===== src/hw/rtl/bdpd_pkg.sv =====
// ----------------------------------------------------------------------------
// bdpd_pkg
// Shared widths, register map and lane control type for the button debounce
// and press detect block.
// ----------------------------------------------------------------------------
`default_nettype none

package bdpd_pkg;

  // Number of debounced buttons; one filter lane per button
  localparam int BUTTON_COUNT = 4;

  // Fixed field widths
  localparam int LEVEL_W = 4;
  localparam int TIME_W  = 32;
  localparam int DATA_W  = 32;
  localparam int ADDR_W  = 3;

  // Register map: register i at byte address 4*i
  typedef enum logic [0:0] {
    REG_DEBOUNCE_INTERVAL = 1'b0,
    REG_INITIAL_LEVELS    = 1'b1
  } reg_idx_t;

  // Item modes
  typedef enum logic [0:0] {
    MODE_OBSERVE = 1'b0,
    MODE_RESTART = 1'b1
  } mode_t;

  // Per-item control broadcast to every lane
  typedef struct packed {
    logic step;     // observe item with a non-zero interval
    logic restart;  // reload from the initial levels
  } lane_ctrl_t;

endpackage

`default_nettype wire


===== src/hw/rtl/bdpd_lane.sv =====
// ----------------------------------------------------------------------------
// bdpd_lane
// Debounce filter for one button: stable, candidate, pending and change time.
// ----------------------------------------------------------------------------
`default_nettype none

module bdpd_lane
  import bdpd_pkg::*;
(
  input  wire logic              clk,
  input  wire logic              rst,
  input  wire lane_ctrl_t        ctrl,
  input  wire logic              sample,
  input  wire logic [TIME_W-1:0] time_now,
  input  wire logic [TIME_W-1:0] interval,
  input  wire logic              init_level,
  output logic                   pressed
);

  logic              stable;
  logic              candidate;
  logic              pending;
  logic [TIME_W-1:0] change_time;

  logic              stable_next;
  logic              candidate_next;
  logic              pending_next;
  logic [TIME_W-1:0] change_time_next;
  logic [TIME_W-1:0] elapsed;
  logic              settle;

  // Track the candidate, then commit it once it has held long enough
  always_comb begin
    candidate_next   = candidate;
    change_time_next = change_time;
    pending_next     = pending;
    stable_next      = stable;
    if (sample != candidate) begin
      candidate_next   = sample;
      change_time_next = time_now;
      pending_next     = 1'b1;
    end
    elapsed = time_now - change_time_next;
    settle  = pending_next && (elapsed >= interval);
    if (settle) begin
      stable_next  = candidate_next;
      pending_next = 1'b0;
    end
    pressed = ctrl.step && settle && !stable && candidate_next;
  end

  // Hold filter state; advance on observe items, reload on restart
  always_ff @(posedge clk) begin
    if (rst) begin
      stable      <= 1'b0;
      candidate   <= 1'b0;
      pending     <= 1'b0;
      change_time <= '0;
    end else if (ctrl.restart) begin
      stable      <= init_level;
      candidate   <= init_level;
      pending     <= 1'b0;
      change_time <= '0;
    end else if (ctrl.step) begin
      stable      <= stable_next;
      candidate   <= candidate_next;
      pending     <= pending_next;
      change_time <= change_time_next;
    end
  end

endmodule

`default_nettype wire


===== config.mk =====
export PLATFORM = sky130hd
export DESIGN_NAME = bdpd_lane
export DESIGN_NICKNAME = d
export VERILOG_FILES = /design/src/hw/rtl/bdpd_pkg.sv /design/src/hw/rtl/bdpd_lane.sv
export SDC_FILE = /design/constraint.sdc
export NUM_CORES = 1
export LEC_CHECK = 0
export BUFFER_PORTS_ARGS = -buffer_cell sky130_fd_sc_hd__buf_2
export CAP_MARGIN = 20
export CORE_AREA = 3 3 152 80
export DETAILED_ROUTE_END_ITERATION = 12
export DIE_AREA = 0 0 155 83
export SETUP_SLACK_MARGIN = 0.3
export SKIP_LAST_GASP = 1
export SLEW_MARGIN = 20
export SYNTH_ARGS = -nofsm -noshare
export SYNTH_HDL_FRONTEND = slang
export SYNTH_SLANG_ARGS = --single-unit
export TNS_END_PERCENT = 5

===== constraint.sdc =====
create_clock -name clk -period 6.68 [get_ports clk]
set_input_delay 0.668 -clock clk [delete_from_list [all_inputs] [get_ports clk]]
set_output_delay 0.668 -clock clk [all_outputs]
set_load 0.01 [all_outputs]

==> metrics.yaml <==
clock_tree:
  clkLatencyLatePin_ns: 0.28
  cts_hold_buf: 0
  cts_buffers: 5
  clock_sinks: 35
  htree_levels: 2
  cts_root_buf: "clkbuf_16"
  cts_tree: "done"
  path_clk_slew_ns: 0.05
  clockBufferDepth: 2
sta:
  period_minus_slack_ns: 5.95
  rsz0062_at_grt: "false"
  maxSlewViolCount: 0
  hold_violations: 0
  min_period_over_period_pct: 89.1
  max_freq_mhz: 168
  setup_viol: 0
  relSlewSlack_pct: 36.3
  timing.final.ws_setup_ns: 0.729
  tns_ns: 0
  finalClockSkew_ns: 0.00355
  worstMarginPinSlew_ns: 0.955
layout:
  finalNetCount: 707
  final_common_cell: "buf_2"
  final_cell_mix: "buf_2, ha_1, nor2_1"
  antenna_cells: 0
  syn_to_final_growth_pct: 15.4
  multi_input_area_um2: 3180
  fill_cells: 1116
  drive_gt1_share_pct: 18.0
  design_area_um2: 4790
  ff_latch_area_um2: 701
synth:
  syn-cell-area_um2: 4150
  ys_types: 62
  syn_nets: 650
  synth_warnings: 0
  syn_inst: 520
  synth-seq-cells: 35
  synth_edf_count: 0
  synth-main-ff-cell: "dfxtp_1"
  avgSynthCellArea_um2: 7.97
  seq_area_frac_synth_pct: 16.9
  synth-async-reset-ratio_pct: 0
global_routing:
  grt_pass1_vias: 3609
  met2_usage_pct: 24.3
  gr-total-overflow: 0
  antenna_found_initial: 0
  gr-usage-met1_pct: 21.7
  grt_max_degree: 55
  grt_pass1_wl_um: 16700
  top_usage_layer: "met2"
  use_met3_pct: 2.65
  grt_usage_pct: 15.3
min_path:
  hold_depth: 2
  hold_start: "change_time[26]"
  worstHoldPathType: "reg2reg"
  min_to: "change_time[26]"
floorplanning:
  num_rows: 27
  die_area_um2: 12900
  num_io_pins: 71
  dieHeight_um: 83
  die_x_um: 155
  core_um2: 10900
  start_util_pct: 38.0
power_and_ir_drop:
  pwr_density_cell_nw_per_um2: 218
  vdd_drop_max_mv: 0.0949
  p_leak_uw: 0.00232
routing:
  drc_errors: 0
  vias_per_cell: 5.20
  first_pass_iters: 4
  drt-total-wl_um: 9900
  via_count: 3761
  antenna_left: 0
  drt-wirelength-per-cell_um: 13.7
  drt_iter0_drc: 161
placement:
  dp_hpwl_um: 7940
  gp_routability_congestion: 0.836
  preCtsSetupSlack_ns: 0.530
  io_buffers: 70
  dpl_cell_area_um2: 4590
worst_setup_path:
  cp.arrival_ns: 5.28
  end_kind: "output pin"
  cpMaxStageDelayCell: "ha_4"
  rrSetupSlack_ns: 1.71
  critPathBufInv: 2
  ff2ff_path_depth: 21
  worstPathRequired_ns: 6.01
  regToRegEndpoint: "stable"
  cpLargestDelayFamily: "compound AO/OA/AOI/OAI gates"
  cp_slowest_stage_delay_ns: 0.46
  crit_path_start_kind: "input port"
  crit_chain: "buf_2, ha_4, mux2i_1, ha_1, a221oi_1, o22ai_1, a21oi_1, nand2_1, o221a_2, a221oi_2, o21ai_1, xor2_1, ha_1, a21o_1, a21o_1, a21oi_1, o21ai_0, a31oi_1, o21ai_0, a21oi_1, nor3_1, buf_2"
  cp_common_cell: "a21oi_1"
  critPathMaxFanout: 22
  worstSetupPathType: "in2out"
  rr_startpoint: "candidate"
status:
  status: "finished, final reports clean"
flow_run:
  cap_violations: 0
[where the power goes]
part,internal (uW),switching [uW],total [uW]
Combinational,230,282,512
Sequential,218,4.78,222
Clock,214,94.1,308
[worst min-delay path: stages (launching register included)]
cell and delay, ns:
dfxtp_1 0.31, nor2_1 0.08, a211oi_1 0.05
[synth_stat cells, types with 2 or more instances]
| master | count | area, um^2 |
|---|---|---|
| o22a_1 | 2 | 17.5 |
| o21bai_1 | 3 | 22.5 |
| o31ai_2 | 2 | 25.0 |
| o21ai_0 | 15 | 75.1 |
| o211ai_1 | 4 | 30.0 |
| or3b_2 | 2 | 17.5 |
| dfxtp_1 | 35 | 701 |
| a21oi_1 | 38 | 190 |
| and3_1 | 4 | 25.0 |
| a31oi_1 | 9 | 56.3 |
| or2_2 | 3 | 18.8 |
| mux2i_1 | 31 | 310 |
| xor2_1 | 15 | 131 |
| a211o_1 | 2 | 17.5 |
| ha_1 | 60 | 751 |
| clkbuf_1 | 17 | 63.8 |
| nor3_1 | 2 | 10.0 |
| or3_1 | 4 | 25.0 |
| o21ai_1 | 2 | 10.0 |
| inv_1 | 43 | 161 |
| nand4_1 | 11 | 68.8 |
| nand2_1 | 24 | 90.1 |
| o311ai_1 | 2 | 17.5 |
| a21o_1 | 27 | 203 |
| buf_6 | 2 | 22.5 |
| nand3b_1 | 2 | 15.0 |
| o22ai_1 | 3 | 18.8 |
| a21oi_2 | 2 | 17.5 |
| xnor2_1 | 19 | 166 |
| nor2b_1 | 7 | 43.8 |
| or2_1 | 2 | 12.5 |
| nand2b_1 | 8 | 50.1 |
| nor2_1 | 54 | 203 |
| nand3_1 | 3 | 15.0 |
| o221ai_1 | 2 | 17.5 |
| clkbuf_8 | 2 | 27.5 |
| a211oi_1 | 32 | 240 |
[flip-flops by register name, summed over array words and instances, names as in the netlist]
register	cells
candidate	1
change_time	32
stable	1
pending	1
[repair_timing]
item,in CTS,in global routing
resized for setup,0,1
setup endpoints to repair,0,1
buffers inserted,0,0
[per-layer routing]
metal  part of all wire (%)  vias up  wire length (um)
li1                       -     2007                 -
met1                     53     1686              5230
met2                     43       56              4210
met3                    3.2       12               315
met4                    1.4        0               141
met5                      0        -                 0
[per-stage QoR]
step           instances  util, %  total power (uW)  hold WS (ns)
3_3_place_gp         715     42.0               732         0.463
3_5_place_dp         715     42.0               737         0.471
6_report             723     43.9              1040         0.477
4_1_cts              723     43.8              1050         0.478
5_1_grt              723     43.9              1130         0.502
2_1_floorplan        520        -               620         0.456
[logic make-up after synthesis]
| kind of cell | synth area share [%] |
|---|---|
| AO/OA/AOI/OAI | 27.9 |
| XOR/XNOR | 7.18 |
| adder cells (fa/ha/maj) | 18.1 |
| buffers and inverters | 6.64 |
| flip-flops | 16.9 |
| multiplexers | 7.48 |
| AND/OR/NAND/NOR | 15.8 |
[area by class of cell]
class	count	share of cell area [%]
Multi-Input combinational cell	421	66.5
Clock buffer	6	2.69
Tap cell	145	3.79
Timing Repair Buffer	71	7.74
Sequential cell	35	14.6
Inverter	43	3.37
Clock inverter	2	1.25
[worst max path at each step]
stage / from / to / slack (ns) / cells after the start
global route: sample / pressed / 0.34 / 22
finish: sample / pressed / 0.73 / 22
detailed placement: sample / pressed / 0.53 / 22
global placement: sample / pressed / 0.59 / 22
CTS: sample / pressed / 0.52 / 22
floorplan: sample / pressed / 1.01 / 23
(Power assumes the default switching activity.)
